**src/rtl/core/ose_pkg.sv**
```systemverilog
// ----------------------------------------------------------------------------
// ose_pkg
// Shared types, command codes and status codes for the operand stack engine.
// ----------------------------------------------------------------------------
package ose_pkg;

   localparam int STACK_DEPTH_DEF = 512;
   localparam int VALUE_BITS_DEF  = 32;

   // command codes
   localparam logic [3:0] FN_PUSH        = 4'd0;
   localparam logic [3:0] FN_POP         = 4'd1;
   localparam logic [3:0] FN_EXCH        = 4'd2;
   localparam logic [3:0] FN_DUP         = 4'd3;
   localparam logic [3:0] FN_COPY        = 4'd4;
   localparam logic [3:0] FN_INDEX       = 4'd5;
   localparam logic [3:0] FN_ROLL        = 4'd6;
   localparam logic [3:0] FN_CLEAR       = 4'd7;
   localparam logic [3:0] FN_COUNT       = 4'd8;
   localparam logic [3:0] FN_CLEARTOMARK = 4'd9;
   localparam logic [3:0] FN_COUNTTOMARK = 4'd10;

   // status codes
   localparam logic [2:0] ST_OK        = 3'd0;
   localparam logic [2:0] ST_RANGE     = 3'd1;
   localparam logic [2:0] ST_UNDER     = 3'd2;
   localparam logic [2:0] ST_OVER      = 3'd3;
   localparam logic [2:0] ST_UNMATCHED = 3'd4;

   // element tags
   localparam logic [3:0] TAG_INT  = 4'd0;
   localparam logic [3:0] TAG_MARK = 4'd1;

   localparam int DIV_STEPS = 32;

   typedef struct packed {
      logic [3:0]         func;
      logic [3:0]         push_tag;
      logic [31:0]        push_value;
      logic signed [31:0] count_arg;
      logic signed [31:0] shift_arg;
   } req_type;

   typedef struct packed {
      logic [2:0]  status;
      logic [9:0]  stack_level;
      logic [3:0]  top_tag;
      logic [31:0] top_value;
   } rsp_type;

   typedef enum logic [4:0] {
      OP_NOP, OP_LOAD, OP_PUSH_REQ, OP_POP, OP_PUSH_CNT, OP_PUSH_TMARK,
      OP_CLEAR, OP_SET_SP_A, OP_SET_SP_B, OP_SETAB_EXCH, OP_SETA_DUP,
      OP_SETA_IDX, OP_SETUP_COPY, OP_RD_A, OP_RD_B, OP_W_A, OP_W_B,
      OP_PUSH_RD, OP_W_COPY, OP_DIV_INIT, OP_DIV_STEP, OP_ROLL_S,
      OP_REV0, OP_REV1, OP_REV2, OP_DEC_B, OP_SCAN_INIT, OP_DEC_A,
      OP_RD_TOP, OP_OUT_LOAD
   } dp_op_type;

   typedef struct packed {
      dp_op_type  op;
      logic       st_we;
      logic [2:0] st;
   } cmd_type;

   typedef struct packed {
      logic [3:0] func;
      logic       full;
      logic       sp_lt1;
      logic       sp_lt2;
      logic       n_neg;
      logic       n_zero;
      logic       n_gt_sp;
      logic       n_ge_sp;
      logic       copy_over;
      logic       cnt_zero;
      logic       div_done;
      logic       s_zero;
      logic       rev_more;
      logic       a_zero;
      logic       rd_mark;
      logic       out_busy;
   } flags_type;

endpackage

```
**src/rtl/core/ose_ctrl.sv**
```systemverilog
// ----------------------------------------------------------------------------
// ose_ctrl
// Command sequencer: dispatches each request and walks the multi-step ones.
// ----------------------------------------------------------------------------
module ose_ctrl (
   input  logic               clock,
   input  logic               reset,
   input  logic               req_valid,
   output logic               req_ready,
   input  ose_pkg::flags_type flags,
   output ose_pkg::cmd_type   cmd
);

   typedef enum logic [22:0] {
      S_IDLE      = 23'h000001,
      S_DISPATCH  = 23'h000002,
      S_SW_RA     = 23'h000004,
      S_SW_RB     = 23'h000008,
      S_SW_WA     = 23'h000010,
      S_SW_WB     = 23'h000020,
      S_IDX_RD    = 23'h000040,
      S_IDX_PUSH  = 23'h000080,
      S_COPY_CHK  = 23'h000100,
      S_COPY_RD   = 23'h000200,
      S_COPY_WR   = 23'h000400,
      S_DIV       = 23'h000800,
      S_ROLL_S    = 23'h001000,
      S_ROLL_CHK  = 23'h002000,
      S_REV_SET   = 23'h004000,
      S_REV_CHK   = 23'h008000,
      S_REV_DEC   = 23'h010000,
      S_SCAN_CHK  = 23'h020000,
      S_SCAN_DEC  = 23'h040000,
      S_SCAN_RD   = 23'h080000,
      S_SCAN_TEST = 23'h100000,
      S_TOP_RD    = 23'h200000,
      S_TOP_OUT   = 23'h400000
   } state_type;

   state_type  state_ff, state_in;
   logic [1:0] phase_ff, phase_in;

   assign req_ready = (state_ff == S_IDLE);

   always_ff @(posedge clock) begin
      if (reset) begin
         state_ff <= S_IDLE;
         phase_ff <= 2'd0;
      end else begin
         state_ff <= state_in;
         phase_ff <= phase_in;
      end
   end

   always_comb begin
      state_in  = state_ff;
      phase_in  = phase_ff;
      cmd.op    = ose_pkg::OP_NOP;
      cmd.st_we = 1'b0;
      cmd.st    = ose_pkg::ST_OK;
      unique case (state_ff)
         S_IDLE: begin
            if (req_valid) begin
               cmd.op   = ose_pkg::OP_LOAD;
               state_in = S_DISPATCH;
            end
         end
         S_DISPATCH: begin
            state_in  = S_TOP_RD;
            cmd.st_we = 1'b1;
            unique case (flags.func) inside
               ose_pkg::FN_PUSH: begin
                  if (flags.full) cmd.st = ose_pkg::ST_OVER;
                  else cmd.op = ose_pkg::OP_PUSH_REQ;
               end
               ose_pkg::FN_POP: begin
                  if (flags.sp_lt1) cmd.st = ose_pkg::ST_UNDER;
                  else cmd.op = ose_pkg::OP_POP;
               end
               ose_pkg::FN_EXCH: begin
                  if (flags.sp_lt2) cmd.st = ose_pkg::ST_UNDER;
                  else begin
                     cmd.op   = ose_pkg::OP_SETAB_EXCH;
                     state_in = S_SW_RA;
                  end
               end
               ose_pkg::FN_DUP: begin
                  if (flags.sp_lt1) cmd.st = ose_pkg::ST_UNDER;
                  else if (flags.full) cmd.st = ose_pkg::ST_OVER;
                  else begin
                     cmd.op   = ose_pkg::OP_SETA_DUP;
                     state_in = S_IDX_RD;
                  end
               end
               ose_pkg::FN_COPY: begin
                  if (flags.n_neg) cmd.st = ose_pkg::ST_RANGE;
                  else if (flags.n_gt_sp) cmd.st = ose_pkg::ST_UNDER;
                  else if (flags.copy_over) cmd.st = ose_pkg::ST_OVER;
                  else begin
                     cmd.op   = ose_pkg::OP_SETUP_COPY;
                     state_in = S_COPY_CHK;
                  end
               end
               ose_pkg::FN_INDEX: begin
                  if (flags.n_neg) cmd.st = ose_pkg::ST_RANGE;
                  else if (flags.n_ge_sp) cmd.st = ose_pkg::ST_UNDER;
                  else if (flags.full) cmd.st = ose_pkg::ST_OVER;
                  else begin
                     cmd.op   = ose_pkg::OP_SETA_IDX;
                     state_in = S_IDX_RD;
                  end
               end
               ose_pkg::FN_ROLL: begin
                  if (flags.n_neg) cmd.st = ose_pkg::ST_RANGE;
                  else if (flags.n_zero) cmd.st = ose_pkg::ST_OK;
                  else if (flags.n_gt_sp) cmd.st = ose_pkg::ST_UNDER;
                  else begin
                     cmd.op   = ose_pkg::OP_DIV_INIT;
                     state_in = S_DIV;
                  end
               end
               ose_pkg::FN_CLEAR: cmd.op = ose_pkg::OP_CLEAR;
               ose_pkg::FN_COUNT: begin
                  if (flags.full) cmd.st = ose_pkg::ST_OVER;
                  else cmd.op = ose_pkg::OP_PUSH_CNT;
               end
               ose_pkg::FN_CLEARTOMARK, ose_pkg::FN_COUNTTOMARK: begin
                  cmd.op   = ose_pkg::OP_SCAN_INIT;
                  state_in = S_SCAN_CHK;
               end
               default: ;
            endcase
         end
         // swap of entries a and b, shared by exch and roll
         S_SW_RA: begin
            cmd.op   = ose_pkg::OP_RD_A;
            state_in = S_SW_RB;
         end
         S_SW_RB: begin
            cmd.op   = ose_pkg::OP_RD_B;
            state_in = S_SW_WA;
         end
         S_SW_WA: begin
            cmd.op   = ose_pkg::OP_W_A;
            state_in = S_SW_WB;
         end
         S_SW_WB: begin
            cmd.op   = ose_pkg::OP_W_B;
            state_in = (flags.func == ose_pkg::FN_ROLL) ? S_REV_CHK : S_TOP_RD;
         end
         S_IDX_RD: begin
            cmd.op   = ose_pkg::OP_RD_A;
            state_in = S_IDX_PUSH;
         end
         S_IDX_PUSH: begin
            cmd.op   = ose_pkg::OP_PUSH_RD;
            state_in = S_TOP_RD;
         end
         S_COPY_CHK: begin
            if (flags.cnt_zero) begin
               cmd.op   = ose_pkg::OP_SET_SP_B;
               state_in = S_TOP_RD;
            end else begin
               state_in = S_COPY_RD;
            end
         end
         S_COPY_RD: begin
            cmd.op   = ose_pkg::OP_RD_A;
            state_in = S_COPY_WR;
         end
         S_COPY_WR: begin
            cmd.op   = ose_pkg::OP_W_COPY;
            state_in = S_COPY_CHK;
         end
         S_DIV: begin
            if (flags.div_done) state_in = S_ROLL_S;
            else cmd.op = ose_pkg::OP_DIV_STEP;
         end
         S_ROLL_S: begin
            cmd.op   = ose_pkg::OP_ROLL_S;
            state_in = S_ROLL_CHK;
         end
         S_ROLL_CHK: begin
            phase_in = 2'd0;
            state_in = flags.s_zero ? S_TOP_RD : S_REV_SET;
         end
         // three reversals: whole block, lower s entries, upper entries
         S_REV_SET: begin
            case (phase_ff)
               2'd0:    cmd.op = ose_pkg::OP_REV0;
               2'd1:    cmd.op = ose_pkg::OP_REV1;
               default: cmd.op = ose_pkg::OP_REV2;
            endcase
            state_in = S_REV_CHK;
         end
         S_REV_CHK: begin
            if (flags.rev_more) begin
               state_in = S_REV_DEC;
            end else if (phase_ff == 2'd2) begin
               state_in = S_TOP_RD;
            end else begin
               phase_in = phase_ff + 2'd1;
               state_in = S_REV_SET;
            end
         end
         S_REV_DEC: begin
            cmd.op   = ose_pkg::OP_DEC_B;
            state_in = S_SW_RA;
         end
         S_SCAN_CHK: begin
            if (flags.a_zero) begin
               cmd.st_we = 1'b1;
               cmd.st    = ose_pkg::ST_UNMATCHED;
               if (flags.func == ose_pkg::FN_CLEARTOMARK) cmd.op = ose_pkg::OP_CLEAR;
               state_in = S_TOP_RD;
            end else begin
               state_in = S_SCAN_DEC;
            end
         end
         S_SCAN_DEC: begin
            cmd.op   = ose_pkg::OP_DEC_A;
            state_in = S_SCAN_RD;
         end
         S_SCAN_RD: begin
            cmd.op   = ose_pkg::OP_RD_A;
            state_in = S_SCAN_TEST;
         end
         S_SCAN_TEST: begin
            if (flags.rd_mark) begin
               state_in = S_TOP_RD;
               if (flags.func == ose_pkg::FN_CLEARTOMARK) begin
                  cmd.op = ose_pkg::OP_SET_SP_A;
               end else if (flags.full) begin
                  cmd.st_we = 1'b1;
                  cmd.st    = ose_pkg::ST_OVER;
               end else begin
                  cmd.op = ose_pkg::OP_PUSH_TMARK;
               end
            end else begin
               state_in = S_SCAN_CHK;
            end
         end
         S_TOP_RD: begin
            cmd.op   = ose_pkg::OP_RD_TOP;
            state_in = S_TOP_OUT;
         end
         S_TOP_OUT: begin
            if (!flags.out_busy) begin
               cmd.op   = ose_pkg::OP_OUT_LOAD;
               state_in = S_IDLE;
            end
         end
         default: state_in = S_IDLE;
      endcase
   end

endmodule

```
**config.mk**
```make
export PLATFORM = sky130hd
export DESIGN_NAME = ose_ctrl
export DESIGN_NICKNAME = d
export VERILOG_FILES = /design/src/rtl/core/ose_pkg.sv /design/src/rtl/core/ose_ctrl.sv
export SDC_FILE = /design/constraint.sdc
export NUM_CORES = 1
export LEC_CHECK = 0
export BUFFER_PORTS_ARGS = -buffer_cell sky130_fd_sc_hd__clkbuf_2
export CORE_ASPECT_RATIO = 1.1
export CORE_MARGIN = 2
export CORE_UTILIZATION = 53
export CTS_CLUSTER_SIZE = 16
export DETAILED_ROUTE_END_ITERATION = 6
export PLACE_DENSITY = 0.78
export SLEW_MARGIN = 20
export SYNTH_ARGS = -nofsm -noshare
export SYNTH_HDL_FRONTEND = slang
export SYNTH_SLANG_ARGS = --single-unit
```
**constraint.sdc**
```tcl
create_clock -name clock -period 3.2 [get_ports clock]
set_clock_uncertainty 0.05 [all_clocks]
set_input_delay 0.8 -clock clock [delete_from_list [all_inputs] [get_ports clock]]
set_output_delay 0.8 -clock clock [all_outputs]
set_load 0.02 [all_outputs]
```
==> results.cfg <==
[synth]
netlist_area_um2 = 2090
synth_async_sr_flop_share = 0
synth_edf_count = 0
synthAdderAreaFrac = 0.0179
syn_area_per_cell_um2 = 7.48
synth_top_family_by_area = simple AND/OR/NAND/NOR gates
synth-xor-area-share = 0.0167
ys_dominant_reg_cell = dfxtp_1
yosysUniqueCellTypes = 57
synth_compound_area_frac = 0.200
synthCells = 280
syn-num-nets = 305
synth_simple_gate_area_share = 0.490
ys_ff_latch = 25
synth_mux_area_frac = 0
ys_seq_area_frac = 0.239
yosysWarnings = 0

[setup_path]
worst-path-stages = 7
slowest_stage = or4_4
worstSetupPathType = reg -> out
rrSetupSlack_ps = 760
path_cells = nor4_4 -> nand4_1 -> or4_4 -> nor2_2 -> a211oi_1 -> o211ai_1 -> buf_4
startpoint = state_ff[1]$_SDFFE_PP0P_
cp-start-kind = flip-flop
critPathTopFamily = simple AND/OR/NAND/NOR gates
r2r_cells = 7
setup.worst_path.end = cmd[5]
crit_buf_inv = 1
arrival_ps = 2370
slowest_delay_ps = 590
required_ps = 2350
reg2reg_from = state_ff[5]$_SDFFE_PP0P_
r2r-end = phase_ff[1]$_SDFFE_PP0P_
end_kind = primary output
crit_fanout = 5

[placed_design]
port_buffers = 31
dp_hpwl_mm = 5.13
gp_congestion = 0.938
placed_cells = 373
pre_cts_ws_ps = 99.0

[drt]
wirelength_mm = 7.23
post_drt_wl_per_cell_um = 18.5
firstDrtPassIters = 5
antenna_left = 0
drc = 0
avgViaCountPerCell = 6.49
vias = 2537
drtIter0Drc = 219

[sta]
rsz0062_at_grt = yes
timing.final.crit_share = 1.01
max_freq_ghz = 0.310
max-slew-margin-rel = 0.582
period_needed_ps = 3220
slew_violations = 0
setup_ws_ps = -23.0
worst-slew-pin-transition_ps = 612
report.final.setup_viol = 2
finalHoldViolations = 0

[run]
drv_cap = 0

[clocking]
clkTransAtPathRegs_ps = 90
holdBufCountCts = 0
clkLatencyLatePin_ps = 280
cts_buffers = 3
clockBufferDepth = 2
clkSinkCount = 25
htreeDepth = 1
ctsRootBufferMaster = clkbuf_8
cts_tree = yes

[power]
vdd_ir_drop_max_mv = 0.276
swShare = 0.312
power.density_nw_per_um2 = 252
clockPowerShare = 0.281
combPwrFrac = 0.262
p_int_mw = 0.480
sequentialPowerShare = 0.457
net-switching-power_mw = 0.218
cellLeakagePower_nw = 1.09

[global_routing]
grt_pass1_wl_mm = 10.8
grt_usage = 0.303
grt_pass1_vias = 2266
antenna_found_initial = 0
grt_max_degree = 26
grt_overflow = 0

[floorplanning]
core_area_um2 = 3710
dieArea_um2 = 4470
die_h_um = 69.9
num_rows = 23
start_util = 0.564
io_pins = 32
die_w_um = 63.9

[layout]
stdcell_count = 391
layout.nets = 367
fillerInstances = 276
syn_to_final_growth_pct = 32.0
diodes = 0
drive_gt1_frac = 0.343

[hold_path]
holdCritPathClass = reg -> reg

[run_status]
status = finished with violations
violations = setup timing
[worst min path at each step]
stage	start	end	slack, ps	cells past startpoint
after CTS	state_ff[3]$_SDFFE_PP0P_	state_ff[3]$_SDFFE_PP0P_	460	1
after global routing	state_ff[3]$_SDFFE_PP0P_	state_ff[3]$_SDFFE_PP0P_	480	1
final	state_ff[3]$_SDFFE_PP0P_	state_ff[3]$_SDFFE_PP0P_	460	1
after detailed placement	phase_ff[0]$_SDFFE_PP0P_	phase_ff[0]$_SDFFE_PP0P_	440	2
after global placement	phase_ff[0]$_SDFFE_PP0P_	phase_ff[0]$_SDFFE_PP0P_	430	2
after floorplan	phase_ff[0]$_SDFFE_PP0P_	phase_ff[0]$_SDFFE_PP0P_	420	2
[cells in the mapped netlist, types with 2 or more instances]
cell type | instances | share of area
a2111oi_0 | 4 | 0.017
a211oi_1 | 3 | 0.011
a21o_1 | 2 | 0.0072
a21oi_1 | 17 | 0.041
a22oi_1 | 2 | 0.0072
a31oi_1 | 3 | 0.0090
a32oi_1 | 2 | 0.0084
and2_1 | 2 | 0.0060
and3b_1 | 2 | 0.0084
clkbuf_1 | 10 | 0.018
dfxtp_1 | 25 | 0.24
ha_1 | 3 | 0.018
inv_1 | 8 | 0.014
nand2_1 | 20 | 0.036
nand2b_1 | 6 | 0.018
nand3_1 | 6 | 0.014
nand3b_1 | 6 | 0.022
nand4_1 | 5 | 0.015
nor2_1 | 39 | 0.070
nor2b_1 | 10 | 0.030
nor3_1 | 17 | 0.041
nor3b_1 | 8 | 0.029
nor4_1 | 10 | 0.030
nor4_2 | 3 | 0.018
nor4_4 | 4 | 0.041
nor4b_1 | 7 | 0.029
o2111ai_1 | 3 | 0.013
o211ai_1 | 3 | 0.011
o21a_1 | 2 | 0.0072
o21ai_0 | 6 | 0.014
o22ai_1 | 5 | 0.015
or3_1 | 5 | 0.015
or4_1 | 4 | 0.014
or4b_2 | 3 | 0.014
xnor2_1 | 3 | 0.013
[what timing repair did]
item | CTS | global route
setup endpoints to repair | 8 | 8
gates resized for setup | 17 | 35
buffers inserted | 5 | 9
pin swaps | 6 | 9
[layer usage]
metal,global-route usage,up-vias,part of all wire,routed length [µm]
met5,0,-,0,0
met4,0.0870,0,0.041,295
met3,0.0338,34,0.059,430
met2,0.534,115,0.50,3630
met1,0.385,1201,0.40,2880
li1,-,1187,-,-
[final cells by class]
| cell class | instances | area (µm²) | share of cell area |
|---|---|---|---|
| Clock buffer | 3 | 41.3 | 0.0149 |
| Timing Repair Buffer | 69 | 472 | 0.171 |
| Multi-Input combinational cell | 235 | 1640 | 0.592 |
| Inverter | 8 | 30.0 | 0.0109 |
| Clock inverter | 1 | 7.51 | 0.00271 |
| Tap cell | 50 | 62.6 | 0.0226 |
| Sequential cell | 25 | 515 | 0.186 |
[power by group through the flow]
stage / Combinational [mW] / Clock, mW / Sequential (mW)
3_5_place_dp: 0.148 / 0 / 0.326
5_1_grt: 0.196 / 0.211 / 0.319
2_1_floorplan: 0.0901 / 0 / 0.325
6_report: 0.183 / 0.196 / 0.319
3_3_place_gp: 0.148 / 0 / 0.326
4_1_cts: 0.157 / 0.196 / 0.319
[per-stage QoR]
step                      power [mW]  TNS, ps  hold slack, ps   util  area (µm²)
after floorplan                0.415        0             419      -        2090
after global placement         0.473        0             432  0.659        2450
after detailed placement       0.474        0             445  0.659        2450
after CTS                      0.672        0             456  0.700        2600
after global routing           0.726     -529             475  0.745        2770
final                          0.697    -31.3             460  0.745        2770
[placed cells by master, fill, tap and decap left out, types with 3 or more instances in the layout]
cell type,Yosys,layout
buf_4,0,43
nor2_1,39,38
clkbuf_2,0,23
nand2_1,20,17
a21oi_1,17,17
nor3_1,17,16
dfxtp_1,25,15
nor2b_1,10,10
dfxtp_2,0,9
inv_1,8,8
nor3b_1,8,8
nor4_4,4,7
nor4_2,3,7
nor4b_1,7,7
nand2b_1,6,6
o21ai_0,6,6
nand3b_1,6,6
nand3_1,6,6
nand4_1,5,5
o22ai_1,5,5
a2111oi_0,4,4
nor4_1,10,3
or4b_2,3,3
or3_4,1,3
o211ai_1,3,3
xnor2_1,3,3
a211oi_1,3,3
or3_1,5,3
or4_1,4,3
a31oi_1,3,3
ha_1,3,3
clkbuf_8,0,3
buf_6,0,3
[kinds of logic (layout without fill, tap and decap cells)]
logic type      Yosys count  in the layout
xor+xnor                  4              4
fa+ha+maj                 3              3
flops                    25             25
buf+inv                  20             81
compound gates           62             62
simple gates            166            166
[state kept, by name, indices dropped and copies added, names as in the netlist]
register and cells:
phase_ff 2, state_ff 23
Power figures use the tool's default switching activity.
